--- config.mk ---
export PLATFORM = sky130hd
export DESIGN_NAME = lidar_sector_steering
export DESIGN_NICKNAME = d
export VERILOG_FILES = /design/src/design/lss_pkg.sv /design/src/design/lss_sector_classify.sv /design/src/design/lss_pd_steer.sv /design/src/design/lidar_sector_steering.sv
export VERILOG_INCLUDE_DIRS = /design/src /design/src/design
export SDC_FILE = /design/constraint.sdc
export NUM_CORES = 2
export LEC_CHECK = 0
export BUFFER_PORTS_ARGS = -buffer_cell sky130_fd_sc_hd__clkbuf_2
export CORE_MARGIN = 2
export CORE_UTILIZATION = 45
export DETAILED_ROUTE_END_ITERATION = 10
export GPL_TIMING_DRIVEN = 0
export PLACE_DENSITY = 0.72
export SKIP_CTS_REPAIR_TIMING = 1
export SKIP_LAST_GASP = 1
export SLEW_MARGIN = 10
export SYNTH_ARGS = -nofsm -noshare
export SYNTH_HDL_FRONTEND = slang
export SYNTH_HIERARCHICAL = 1
export SYNTH_SLANG_ARGS = --single-unit
export TNS_END_PERCENT = 100
--- constraint.sdc ---
create_clock -name aclk -period 8.7 [get_ports aclk]
set_clock_uncertainty 0.05 [all_clocks]
set_input_delay 0.435 -clock aclk [delete_from_list [all_inputs] [get_ports aclk]]
set_output_delay 0.435 -clock aclk [all_outputs]
set_load 0.01 [all_outputs]
--- src/design/lidar_sector_steering_macros.svh ---
// Assertion helpers for the lidar sector steering block.
`ifndef LIDAR_SECTOR_STEERING_MACROS_SVH
`define LIDAR_SECTOR_STEERING_MACROS_SVH

`ifndef SYNTHESIS
// Same-cycle implication, checked out of reset.
`define LSS_ASSERT_NOW(lbl, clk, rstn, ante, cons) \
    lbl: assert property (@(posedge clk) disable iff (!(rstn)) (ante) |-> (cons)) \
        else $error("lss check failed: same cycle");
// Next-cycle implication, checked out of reset.
`define LSS_ASSERT_NEXT(lbl, clk, rstn, ante, cons) \
    lbl: assert property (@(posedge clk) disable iff (!(rstn)) (ante) |=> (cons)) \
        else $error("lss check failed: next cycle");
`else
`define LSS_ASSERT_NOW(lbl, clk, rstn, ante, cons)
`define LSS_ASSERT_NEXT(lbl, clk, rstn, ante, cons)
`endif

`endif

--- src/design/lss_pkg.sv ---
package lss_pkg;

    localparam int MAX_POINTS = 512;

    localparam logic [9:0] COUNT_CAP = (MAX_POINTS > 1023) ? 10'd1023 : 10'(MAX_POINTS);

    // Register indexes (byte address / 4)
    localparam logic [2:0] REG_MIN_RANGE   = 3'd0;
    localparam logic [2:0] REG_NEAR_RADIUS = 3'd1;
    localparam logic [2:0] REG_FAR_RANGE   = 3'd2;
    localparam logic [2:0] REG_DEADBAND    = 3'd3;
    localparam logic [2:0] REG_PROP_GAIN   = 3'd4;
    localparam logic [2:0] REG_DERIV_GAIN  = 3'd5;
    localparam logic [2:0] REG_STEER_LIMIT = 3'd6;

    localparam logic [15:0] RST_MIN_RANGE   = 16'd50;
    localparam logic [15:0] RST_NEAR_RADIUS = 16'd800;
    localparam logic [15:0] RST_FAR_RANGE   = 16'd3000;
    localparam logic [9:0]  RST_DEADBAND    = 10'd8;
    localparam logic [15:0] RST_PROP_GAIN   = 16'd47;
    localparam logic [15:0] RST_DERIV_GAIN  = 16'd2360;
    localparam logic [15:0] RST_STEER_LIMIT = 16'd1700;

    // Bearing bounds in tenths of a degree
    localparam logic signed [11:0] ANG_ZERO    = 12'sd0;
    localparam logic signed [11:0] ANG_QUARTER = 12'sd900;
    localparam logic signed [11:0] ANG_HALF    = 12'sd1800;

    localparam logic [12:0] SPEED_SLOW = 13'd4700;
    localparam logic [12:0] SPEED_FAST = 13'd7000;

    localparam logic [9:0] ZONE_LB_MAX = 10'd30;
    localparam logic [9:0] ZONE_FF_MIN = 10'd40;

    localparam logic signed [30:0] RATE_OUT_MAX = 31'sd2047;
    localparam logic signed [30:0] RATE_OUT_MIN = -31'sd2048;

    typedef enum logic [2:0] {
        SECT_NONE,
        SECT_RIGHT,
        SECT_LEFT,
        SECT_LEFT_BACK,
        SECT_RIGHT_BACK,
        SECT_FAR_FRONT
    } sector_t;

    typedef struct packed {
        logic signed [11:0] angle_decideg;
        logic [15:0]        distance_mm;
        logic               last_point;
    } point_t;

    typedef struct packed {
        logic [12:0]        linear_speed_milli;
        logic signed [11:0] angular_rate_milli;
        logic               harvest_zone;
    } result_t;

    // Scan-end data handed to the steering unit
    typedef struct packed {
        logic signed [10:0] err;
        logic signed [11:0] delta;
        logic               zone;
    } scan_end_t;

    typedef struct packed {
        logic [9:0]  deadband;
        logic [15:0] prop_gain;
        logic [15:0] deriv_gain;
        logic [15:0] steer_limit;
    } pd_cfg_t;

endpackage

--- src/design/lss_sector_classify.sv ---
module lss_sector_classify (
    input  lss_pkg::point_t  point,
    input  logic [15:0]      min_range_mm,
    input  logic [15:0]      near_radius_mm,
    input  logic [15:0]      far_range_mm,
    output lss_pkg::sector_t sector
);

    logic near_lim;
    logic near_ok;
    logic signed [11:0] a;
    logic [15:0] d;

    assign a        = point.angle_decideg;
    assign d        = point.distance_mm;
    assign near_lim = d < near_radius_mm;
    assign near_ok  = (min_range_mm < d) && near_lim;

    // First match wins
    always_comb begin
        if (near_ok && a > lss_pkg::ANG_ZERO && a < lss_pkg::ANG_QUARTER) begin
            sector = lss_pkg::SECT_RIGHT;
        end else if (near_ok && a > lss_pkg::ANG_QUARTER && a < lss_pkg::ANG_HALF) begin
            sector = lss_pkg::SECT_LEFT;
        end else if (near_lim && a > -lss_pkg::ANG_HALF && a < -lss_pkg::ANG_QUARTER) begin
            sector = lss_pkg::SECT_LEFT_BACK;
        end else if (near_ok && a > -lss_pkg::ANG_QUARTER && a < lss_pkg::ANG_ZERO) begin
            sector = lss_pkg::SECT_RIGHT_BACK;
        end else if (d > far_range_mm && a > lss_pkg::ANG_ZERO && a < lss_pkg::ANG_HALF) begin
            sector = lss_pkg::SECT_FAR_FRONT;
        end else begin
            sector = lss_pkg::SECT_NONE;
        end
    end

endmodule

--- src/design/lss_pd_steer.sv ---
module lss_pd_steer (
    input  logic               aclk,
    input  logic               aresetn,
    input  lss_pkg::pd_cfg_t   cfg,
    input  logic               op_valid,
    output logic               op_ready,
    input  lss_pkg::scan_end_t op,
    output logic               m_valid,
    input  logic               m_ready,
    output lss_pkg::result_t   m_data
);

    logic signed [11:0] err_x;
    logic signed [11:0] db_s;
    logic signed [11:0] p_opnd;
    logic signed [12:0] d_opnd;
    logic [12:0]        speed;
    logic signed [28:0] p_wide;
    logic signed [28:0] kp_wide;
    logic signed [29:0] d_wide;
    logic signed [29:0] kd_wide;

    logic               prd_vld_reg;
    logic signed [28:0] kp_prod_reg;
    logic signed [29:0] kd_prod_reg;
    logic [12:0]        speed_reg;
    logic               zone_reg;

    logic signed [30:0] rate_sum;
    logic signed [30:0] lim_s;
    logic signed [30:0] rate_lim;
    logic signed [30:0] rate_sat;

    logic               m_vld_reg;
    lss_pkg::result_t   m_data_reg;
    logic               out_ready;
    logic               op_take;

    assign out_ready = !m_vld_reg || m_ready;
    assign op_ready  = !prd_vld_reg || out_ready;
    assign op_take   = op_valid && op_ready;

    // Deadband test and operand selection
    always_comb begin
        err_x = 12'(op.err);
        db_s  = $signed({2'b00, cfg.deadband});
        if (err_x < -db_s) begin
            p_opnd = -(err_x + db_s);
            d_opnd = 13'(op.delta);
            speed  = lss_pkg::SPEED_SLOW;
        end else if (err_x > db_s) begin
            p_opnd = db_s - err_x;
            d_opnd = -13'(op.delta);
            speed  = lss_pkg::SPEED_SLOW;
        end else begin
            p_opnd = '0;
            d_opnd = '0;
            speed  = lss_pkg::SPEED_FAST;
        end
        p_wide  = 29'(p_opnd);
        kp_wide = $signed({13'd0, cfg.prop_gain});
        d_wide  = 30'(d_opnd);
        kd_wide = $signed({14'd0, cfg.deriv_gain});
    end

    // Sum and saturate: first the steering limit, then the output range
    always_comb begin
        rate_sum = 31'(kp_prod_reg) + 31'(kd_prod_reg);
        lim_s    = $signed({15'd0, cfg.steer_limit});
        if (rate_sum > lim_s) begin
            rate_lim = lim_s;
        end else if (rate_sum < -lim_s) begin
            rate_lim = -lim_s;
        end else begin
            rate_lim = rate_sum;
        end
        if (rate_lim > lss_pkg::RATE_OUT_MAX) begin
            rate_sat = lss_pkg::RATE_OUT_MAX;
        end else if (rate_lim < lss_pkg::RATE_OUT_MIN) begin
            rate_sat = lss_pkg::RATE_OUT_MIN;
        end else begin
            rate_sat = rate_lim;
        end
    end

    always_ff @(posedge aclk) begin
        if (!aresetn) begin
            prd_vld_reg <= 1'b0;
            m_vld_reg   <= 1'b0;
        end else begin
            if (op_ready) begin
                prd_vld_reg <= op_valid;
            end
            if (out_ready) begin
                m_vld_reg <= prd_vld_reg;
            end
        end
    end

    always_ff @(posedge aclk) begin
        if (op_take) begin
            kp_prod_reg <= p_wide * kp_wide;
            kd_prod_reg <= d_wide * kd_wide;
            speed_reg   <= speed;
            zone_reg    <= op.zone;
        end
        if (out_ready && prd_vld_reg) begin
            m_data_reg.linear_speed_milli <= speed_reg;
            m_data_reg.angular_rate_milli <= rate_sat[11:0];
            m_data_reg.harvest_zone       <= zone_reg;
        end
    end

    assign m_valid = m_vld_reg;
    assign m_data  = m_data_reg;

endmodule

--- src/design/lidar_sector_steering.sv ---
// Lidar sector steering.
// Points stream in on the s_ channel (valid/ready), one transaction per point:
// bearing in tenths of a degree, range in mm, and a flag on the last point of
// a scan. Each point bumps at most one sector counter (near-right, near-left,
// near-left-back, far-front). The last point of a scan closes the scan and
// yields one transaction on the m_ channel: speed, clamped PD steering rate
// and the sticky harvest-zone flag. Other points yield nothing.
// Throughput: one point per cycle while no last point waits for room in the
// scan-end register; the sector counters take a point in the cycle after it
// is accepted, so points follow each other without gaps.
// Scan result path: the input register loads at the accepting edge, then the
// scan-end register, the product register and the output register (m_valid) follow.
// Stalls: while m_ready is low the result waits in the output register; the
// two stages behind it fill up, and s_ready drops only when a last point
// finds no free slot. Points that do not end a scan keep flowing.
// Reset (aresetn low, synchronous): counters, previous error and zone flag
// clear, registers return to their defaults, all stages empty.
// Registers sit on an APB-style port at byte address 4*index; pready is tied high.

`include "lidar_sector_steering_macros.svh"

module lidar_sector_steering (
    input  logic             aclk,
    input  logic             aresetn,
    input  logic             s_valid,
    output logic             s_ready,
    input  lss_pkg::point_t  s_data,
    output logic             m_valid,
    input  logic             m_ready,
    output lss_pkg::result_t m_data,
    input  logic             psel,
    input  logic             penable,
    input  logic             pwrite,
    input  logic [4:0]       paddr,
    input  logic [31:0]      pwdata,
    output logic [31:0]      prdata,
    output logic             pready
);

    // Configuration registers
    logic [15:0] min_range_reg;
    logic [15:0] near_radius_reg;
    logic [15:0] far_range_reg;
    logic [9:0]  deadband_reg;
    logic [15:0] prop_gain_reg;
    logic [15:0] deriv_gain_reg;
    logic [15:0] steer_limit_reg;
    logic        cfg_write;

    // Input register
    logic             in_vld_reg;
    lss_pkg::point_t  in_reg;
    logic             s_take;
    logic             in_adv;
    logic             scan_end;

    // Sector counters and scan state
    lss_pkg::sector_t sector;
    logic [9:0]       right_cnt_reg,  right_cnt_next;
    logic [9:0]       left_cnt_reg,   left_cnt_next;
    logic [9:0]       lback_cnt_reg,  lback_cnt_next;
    logic [9:0]       ffront_cnt_reg, ffront_cnt_next;
    logic signed [10:0] prev_err_reg;
    logic signed [10:0] err_next;
    logic signed [11:0] delta_next;
    logic             zone_flag_reg;
    logic             zone_next;
    logic             cnt_in_cap;
    logic             cnt_all_zero;

    // Scan-end register feeding the steering unit
    logic               op_vld_reg;
    lss_pkg::scan_end_t op_reg;
    logic               op_ready;
    logic               b_ready;
    lss_pkg::pd_cfg_t   pd_cfg;

    assign pready    = 1'b1;
    assign cfg_write = psel && penable && pwrite && pready;

    always_ff @(posedge aclk) begin
        if (!aresetn) begin
            min_range_reg   <= lss_pkg::RST_MIN_RANGE;
            near_radius_reg <= lss_pkg::RST_NEAR_RADIUS;
            far_range_reg   <= lss_pkg::RST_FAR_RANGE;
            deadband_reg    <= lss_pkg::RST_DEADBAND;
            prop_gain_reg   <= lss_pkg::RST_PROP_GAIN;
            deriv_gain_reg  <= lss_pkg::RST_DERIV_GAIN;
            steer_limit_reg <= lss_pkg::RST_STEER_LIMIT;
        end else if (cfg_write) begin
            case (paddr[4:2])
                lss_pkg::REG_MIN_RANGE:   min_range_reg   <= pwdata[15:0];
                lss_pkg::REG_NEAR_RADIUS: near_radius_reg <= pwdata[15:0];
                lss_pkg::REG_FAR_RANGE:   far_range_reg   <= pwdata[15:0];
                lss_pkg::REG_DEADBAND:    deadband_reg    <= pwdata[9:0];
                lss_pkg::REG_PROP_GAIN:   prop_gain_reg   <= pwdata[15:0];
                lss_pkg::REG_DERIV_GAIN:  deriv_gain_reg  <= pwdata[15:0];
                lss_pkg::REG_STEER_LIMIT: steer_limit_reg <= pwdata[15:0];
                default: ; // unmapped index: drop the write
            endcase
        end
    end

    always_comb begin
        case (paddr[4:2])
            lss_pkg::REG_MIN_RANGE:   prdata = {16'd0, min_range_reg};
            lss_pkg::REG_NEAR_RADIUS: prdata = {16'd0, near_radius_reg};
            lss_pkg::REG_FAR_RANGE:   prdata = {16'd0, far_range_reg};
            lss_pkg::REG_DEADBAND:    prdata = {22'd0, deadband_reg};
            lss_pkg::REG_PROP_GAIN:   prdata = {16'd0, prop_gain_reg};
            lss_pkg::REG_DERIV_GAIN:  prdata = {16'd0, deriv_gain_reg};
            lss_pkg::REG_STEER_LIMIT: prdata = {16'd0, steer_limit_reg};
            default:                  prdata = '0;
        endcase
    end

    // Handshake: a point that does not end a scan always advances; a last
    // point advances only when the scan-end register has room.
    assign b_ready  = !op_vld_reg || op_ready;
    assign in_adv   = in_vld_reg && (!in_reg.last_point || b_ready);
    assign scan_end = in_adv && in_reg.last_point;
    assign s_ready  = !in_vld_reg || in_adv;
    assign s_take   = s_valid && s_ready;

    always_ff @(posedge aclk) begin
        if (!aresetn) begin
            in_vld_reg <= 1'b0;
        end else if (s_ready) begin
            in_vld_reg <= s_valid;
        end
    end

    always_ff @(posedge aclk) begin
        if (s_take) begin
            in_reg <= s_data;
        end
    end

    lss_sector_classify u_classify (
        .point          (in_reg),
        .min_range_mm   (min_range_reg),
        .near_radius_mm (near_radius_reg),
        .far_range_mm   (far_range_reg),
        .sector         (sector)
    );

    // Saturating increments; right-back and unmatched points leave counters alone
    always_comb begin
        right_cnt_next  = right_cnt_reg;
        left_cnt_next   = left_cnt_reg;
        lback_cnt_next  = lback_cnt_reg;
        ffront_cnt_next = ffront_cnt_reg;
        case (sector)
            lss_pkg::SECT_RIGHT: begin
                if (right_cnt_reg < lss_pkg::COUNT_CAP) right_cnt_next = right_cnt_reg + 10'd1;
            end
            lss_pkg::SECT_LEFT: begin
                if (left_cnt_reg < lss_pkg::COUNT_CAP) left_cnt_next = left_cnt_reg + 10'd1;
            end
            lss_pkg::SECT_LEFT_BACK: begin
                if (lback_cnt_reg < lss_pkg::COUNT_CAP) lback_cnt_next = lback_cnt_reg + 10'd1;
            end
            lss_pkg::SECT_FAR_FRONT: begin
                if (ffront_cnt_reg < lss_pkg::COUNT_CAP) begin
                    ffront_cnt_next = ffront_cnt_reg + 10'd1;
                end
            end
            default: ;
        endcase
    end

    // Scan-end values use the counts with the last point already added
    assign err_next   = $signed({1'b0, left_cnt_next}) - $signed({1'b0, right_cnt_next});
    assign delta_next = 12'(err_next) - 12'(prev_err_reg);
    assign zone_next  = zone_flag_reg
                     || ((lback_cnt_next != 10'd0) && (lback_cnt_next < lss_pkg::ZONE_LB_MAX)
                         && (ffront_cnt_next > lss_pkg::ZONE_FF_MIN));

    always_ff @(posedge aclk) begin
        if (!aresetn) begin
            right_cnt_reg  <= '0;
            left_cnt_reg   <= '0;
            lback_cnt_reg  <= '0;
            ffront_cnt_reg <= '0;
            prev_err_reg   <= '0;
            zone_flag_reg  <= 1'b0;
            op_vld_reg     <= 1'b0;
        end else begin
            if (scan_end) begin
                // close the scan: clear counters, keep error for the D term
                right_cnt_reg  <= '0;
                left_cnt_reg   <= '0;
                lback_cnt_reg  <= '0;
                ffront_cnt_reg <= '0;
                prev_err_reg   <= err_next;
                zone_flag_reg  <= zone_next;
            end else if (in_adv) begin
                right_cnt_reg  <= right_cnt_next;
                left_cnt_reg   <= left_cnt_next;
                lback_cnt_reg  <= lback_cnt_next;
                ffront_cnt_reg <= ffront_cnt_next;
            end
            if (scan_end) begin
                op_vld_reg <= 1'b1;
            end else if (op_ready) begin
                op_vld_reg <= 1'b0;
            end
        end
    end

    always_ff @(posedge aclk) begin
        if (scan_end) begin
            op_reg.err   <= err_next;
            op_reg.delta <= delta_next;
            op_reg.zone  <= zone_next;
        end
    end

    assign pd_cfg.deadband    = deadband_reg;
    assign pd_cfg.prop_gain   = prop_gain_reg;
    assign pd_cfg.deriv_gain  = deriv_gain_reg;
    assign pd_cfg.steer_limit = steer_limit_reg;

    lss_pd_steer u_pd (
        .aclk     (aclk),
        .aresetn  (aresetn),
        .cfg      (pd_cfg),
        .op_valid (op_vld_reg),
        .op_ready (op_ready),
        .op       (op_reg),
        .m_valid  (m_valid),
        .m_ready  (m_ready),
        .m_data   (m_data)
    );

    assign cnt_in_cap   = (right_cnt_reg <= lss_pkg::COUNT_CAP)
                       && (left_cnt_reg <= lss_pkg::COUNT_CAP)
                       && (lback_cnt_reg <= lss_pkg::COUNT_CAP)
                       && (ffront_cnt_reg <= lss_pkg::COUNT_CAP);
    assign cnt_all_zero = (right_cnt_reg == 10'd0) && (left_cnt_reg == 10'd0)
                       && (lback_cnt_reg == 10'd0) && (ffront_cnt_reg == 10'd0);

    `LSS_ASSERT_NOW(a_cnt_cap, aclk, aresetn, 1'b1, cnt_in_cap)
    `LSS_ASSERT_NEXT(a_scan_clear, aclk, aresetn, scan_end, cnt_all_zero && op_vld_reg)
    `LSS_ASSERT_NEXT(a_zone_sticky, aclk, aresetn, zone_flag_reg, zone_flag_reg)
    `LSS_ASSERT_NOW(a_stall_cause, aclk, aresetn, !s_ready, in_vld_reg && in_reg.last_point && op_vld_reg)

endmodule

# Word-level counts from Yosys, hierarchy flattened
# Index checks and enable logic that the tools add are counted.
# W data, S select, Z words.
# classes
multipliers	2
muxes	24
n_bitwise	1
n_reduce_logical	42
eq_ne	10
n_lt_le_gt_ge	23
addsub	13
# op_table
op	n
$pmux W16 S7	1
$mux W10	8
$mux W31	2
$mux W12	4
$add A10 B1 Y10 const B	4
$lt A10 B10 Y1 const B	4
$lt A16 B16 Y1	2
$add A29 B30 Y31	1
$gt A31 B12 Y1 const B	1
$gt A31 B17 Y1	1
$lt A31 B12 Y1 const B	1
$lt A31 B31 Y1	1
$neg A16 Y31	1
$mul A13 B17 Y30	1
$mul A12 B17 Y29	1
$mux W13	2
$gt A12 B11 Y1 const B	2
$lt A12 B11 Y1 const B	2
$sub A11 B11 Y12	2
$logic_and A1 B1 Y1	20
$gt A16 B16 Y1	1
$mux W3	5
$reduce_and A2 Y1	7
$neg A12 Y13	1
23 further kinds	40
# word_totals
inputBits	73
wordCells	145
reg_bits	314
out_inout_bits	61

# Depth between registers and ports, before layout
# depth
word_depth	14
ltp_mapped	46

# Cells and area by module
# The synthesis kept the hierarchy.
# modules_own_cells
mod	cells_per_inst	area_each_um2	n_inst	seq_area_each_um2
lss_pd_steer	2794	23593.9	1	2352.3
lidar_sector_steering	1165	10443.8	1	4794.6
lss_sector_classify	199	1353.8	1	0.0

# Least setup slack after synthesis
# Ideal clock, no wire load.
# synth_path
path_kind	register -> register
start	register deadband_reg[2]
end	register u_pd.kd_prod_reg[28], data pin
arrival_time_ns	9.321
required_ns	8.388
path_stages_with_launch	43
n_path_buf	4
setup_slack_ns	-0.933
path_cell_list	dfxtp_1 inv_1 ha_1 a21oi_1 o21bai_1 a21oi_1 o21bai_1 a21oi_1 o21bai_1 a21o_1 a21o_1 xnor2_1 or3_1 ha_1 clkbuf_1 clkbuf_1 buf_1 nor2_1 (+7 left out) fa_1 fa_1 inv_1 fa_1 fa_1 inv_1 ha_1 a21o_1 a21o_1 a21oi_1 o31ai_1 and2_1 o21ai_0 a21oi_1 a221oi_1 a21oi_1 a211oi_1 xnor2_1
# synth_between
elab_chain_cells	4
elab_cells_between_ends	6
cone_classes	add/sub (1); mul (1); order compare (2); mux (2)
# synth_lines
item	line_no	rtl
from (decl)	lidar_sector_steering.sv:44	logic [9:0] deadband_reg;
from (signal assigned)	lidar_sector_steering.sv:86	deadband_reg <= lss_pkg::RST_DEADBAND;
from (signal assigned)	lidar_sector_steering.sv:95	lss_pkg::REG_DEADBAND: deadband_reg <= pwdata[9:0];
$neg A10 Y12 or $gt A11 B11 Y1 (tied branches)	lss_pd_steer.sv:47, lss_pd_steer.sv:51	
$lt A11 B12 Y1 or $mux W13 (tied branches)	lss_pd_steer.sv:47, lss_pd_steer.sv:51	
$mux W13 (*)	lss_pd_steer.sv:47	if (err_x < -db_s) begin
$mul A13 B17 Y30 (*)	lss_pd_steer.sv:103	kd_prod_reg <= d_wide * kd_wide;
to (signal assigned)	lss_pd_steer.sv:103	
to (decl)	lss_pd_steer.sv:25	logic signed [29:0] kd_prod_reg;
# Mark *: on every way between the ends. The rest lies on a longest branch, timed or not.
# A chain may end at the register's enable or synchronous reset.

# Final worst setup path
# layout_path
start	register deadband_reg[0]
end	register u_pd.kd_prod_reg[28], data pin
# The elaborated chain is that of the path after synthesis.

==> run_results.csv <==
group,metric,value,unit
layout,finish.utilization,51.8,%
setup_path,crit_buf_inv,9,
floorplan,start_util,45.5,%
cts,clkLatencyLatePin,560,ps
synthesis,yosysWarnings,6,
drt,drt_wl_total,110000,um
drt,drt_iter0_markers,3685,
setup_path,start_kind,"register",
layout,area_growth,13.8,%
setup_path,rr_endpoint,"u_pd/kd_prod_reg[28]$_DFFE_PP_",
synthesis,synth_edf_count,130,
floorplan,die_w,284,um
layout,fillCellCount,7076,
pwr,clock_power_share,14.2,%
setup_path,slowest_stage,"fa_1",
setup_path,crit_family,"adder cells",
layout,layout-drive-gt1-share,12.0,%
synthesis,netlist_area,35400,um2
cts,numCtsBuffers,35,
sta,slew_headroom,18.2,%
layout,largest_register_ffs,30,
drt,first_pass_iters,9,
synthesis,syn_inst,4158,
floorplan,dieHeight,284,um
drt,ant_nets,0,
synthesis,yosys.cell_types.count,104,
grt,grt_pass1_vias,29939,
sta,finalHoldViolCount,0,
place,numPortBuffers,87,
drt,vias,31779,
floorplan,rows,102,
grt,grt_overflow,0,
cts,root_buffer,"clkbuf_16",
layout,fin_nets,5136,
synthesis,synth_top_cell_area_share,17.0,%
pwr,p_leak,0.0176,uW
setup_path,rrSetupSlack,-700,ps
pwr,p_total,11200,uW
cts,cts_buffer_depth,3,
synthesis,synth.avg_cell_area,8.51,um2
pwr,switching_share,45.0,%
pwr,ir_worst_vdd,308,uV
sta,post-route-period-util,108,%
setup_path,cp.arrival,9650,ps
run,drv_cap,0,
layout,diodes,0,
pwr,p_int,6160,uW
worst_hold_path,holdPathStages,1,
floorplan,ioPinCount,134,
synthesis,ys_seq_area_share,20.2,%
pwr,p_switching,5050,uW
synthesis,yosys.area.top_type,"fa_1",
worst_hold_path,min-delay-start,"s_data[27]",
status,violations,"setup timing",
drt,vias_per_cell,5.83,
synthesis,yosys-top-cells-count,"inv_1 (504), nand2_1 (480), ha_1 (379)",
cts,clk_pin_slew,60,ps
synthesis,synthArstFlopShare,0,%
floorplan,coreArea,77700,um2
grt,antenna_found_initial,2,
worst_hold_path,hold_class,"in2reg",
drt,wire_per_inst,20.3,um
worst_hold_path,whs_endpoint,"in_reg[27]$_DFFE_PP_",
synthesis,synthTopCellsByArea,"fa_1 (17%), ha_1 (13%), edfxtp_1 (11%)",
place,dp_hpwl,85200,um
sta,max_clock_freq,0.106,GHz
status,status,"finished with violations",
pwr,seqPwrFrac,16.7,%
grt,grt_pass1_wl,168000,um
setup_path,cp.required,8950,ps
sta,period_needed,9400,ps
setup_path,criticalPathCategory,"reg2reg",
pwr,power_density,278,nW/um2
setup_path,cp-end-kind,"register",
sta,tightest_slew,1220,ps
floorplan,die-area,80900,um2
cts,cts_tree,"done",
drt,drc_errors,0,
cts,htreeDepth,2,
sta,slew_viol_final,0,
sta,grt_setup_unrepaired,"true",
pwr,p_comb_share,69.1,%
grt,grt_max_degree,62,
place,place_congestion,0.996,
grt,grt_usage,26.2,%
setup_path,crit_fanout,10,
layout,finalNonFillerCells,5449,
cts,clock_sinks,292,
setup_path,critical-path-max-stage-delay,570,ps
synthesis,ys.flop_type,"dfxtp_1",
sta,layout_setup_ws,-700,ps
synthesis,synth-seq-cells,292,
setup_path,r2r_cells,42,
setup_path,regToRegStartpoint,"deadband_reg[0]$_SDFFE_PN0P_",
sta,setup_violations,20,
place,dp_cells,5311,
synthesis,synth.most_common_cell,"inv_1",
layout by cell type, fill, tap and decap left out, types with 18 or more instances in the layout:
| cell | n |
|---|---|
| inv_1 | 497 |
| nand2_1 | 478 |
| ha_1 | 362 |
| fa_1 | 293 |
| nand3_1 | 292 |
| nor2_1 | 184 |
| dfxtp_1 | 158 |
| clkbuf_1 | 149 |
| edfxtp_1 | 130 |
| a21oi_1 | 129 |
| clkbuf_2 | 112 |
| o21ai_0 | 107 |
| xnor2_1 | 104 |
| a21boi_0 | 104 |
| nand4_1 | 96 |
| buf_4 | 92 |
| and3_1 | 64 |
| nor3_1 | 60 |
| nor2b_1 | 51 |
| and2_1 | 50 |
| a21o_1 | 47 |
| xor2_1 | 40 |
| o211ai_1 | 39 |
| o21a_1 | 39 |
| clkbuf_16 | 39 |
| mux2i_1 | 34 |
| or3_1 | 31 |
| conb_1 | 27 |
| or2_2 | 26 |
| a31oi_1 | 26 |
| o211a_1 | 23 |
| dlygate4sd3_1 | 23 |
| nand2b_1 | 21 |
| a21oi_2 | 21 |
| nand4b_1 | 20 |
| mux2_2 | 18 |
metrics by stage:
stage          instance area, um2  hold slack (ps)  setup TNS, ps  setup WS, ps
6_report                    40300             14.8          -7790          -700
3_5_place_dp                37600              358         -31510         -2020
2_1_floorplan               35800              350          -27.0         -17.3
4_1_cts                     38800            -23.9         -33470         -2090
5_1_grt                     40300             1.66         -15230         -1010
3_3_place_gp                37500              351         -29900         -1980
layout make-up:
class / instances / area [um2] / area share, %
plain buffers: 258 / 1370 / 3.41
flip-flops and latches: 292 / 7150 / 17.8
well taps: 1040 / 1300 / 3.23
inverters: 504 / 1890 / 4.70
clock inverters: 24 / 328 / 0.814
repair buffers: 169 / 1210 / 3.00
multi-input cells: 3124 / 26100 / 64.8
clock buffers: 38 / 908 / 2.25
cell families after synthesis:
logic type	share of synthesized area [%]
DFF	20.2
buffers and inverters	8.58
and+or+nand+nor	20.5
other	0.0424
AOI/OAI and AO/OA	14.2
adders and majority gates	30.4
muxes	2.43
xor gates and xnor gates	3.74
routing by layer:
layer	track usage, %	up-vias	part of all wire (%)	wire length (um)
li1	-	14685	-	-
met5	0	-	0.024	27
met4	10.8	4	5.2	5750
met3	6.34	385	10	11100
met2	42.3	1619	45	49600
met1	33.5	15086	40	43900
worst register-to-register path, delay by kind of cell (launching register included):
kind                     cells  cell delay [ps]
AO/OA/AOI/OAI               17             2790
XOR/XNOR                     2              160
adder cells (fa/ha/maj)     10             4010
buffers and inverters        9              830
flip-flops                   1              370
AND/OR/NAND/NOR              4              930
power groups by stage:
stage               sequential, uW  combinational, uW  clock [uW]
finish                        1870               7750        1590
global route                  1880               8550        1660
CTS                           1870               6690        1620
detailed placement            1900               6620           0
global placement              1900               6510           0
floorplan                     1860               5120           0
how the worst max path moves through the flow:
stage,start,endpoint,slack [ps],cells after the start
floorplan,op_reg[14]$_DFFE_PP_,u_pd/kp_prod_reg[25]$_DFFE_PP_,-20,37
global placement,deadband_reg[1]$_SDFFE_PN0P_,u_pd/kp_prod_reg[27]$_DFFE_PP_,-1980,38
detailed placement,deadband_reg[1]$_SDFFE_PN0P_,u_pd/kp_prod_reg[27]$_DFFE_PP_,-2020,38
CTS,deadband_reg[1]$_SDFFE_PN0P_,u_pd/kp_prod_reg[27]$_DFFE_PP_,-2090,38
global route,op_reg[14]$_DFFE_PP_,u_pd/kp_prod_reg[27]$_DFFE_PP_,-1010,42
finish,deadband_reg[0]$_SDFFE_PN0P_,u_pd/kd_prod_reg[28]$_DFFE_PP_,-700,42
Note: power is estimated with default switching activity, not from simulation.
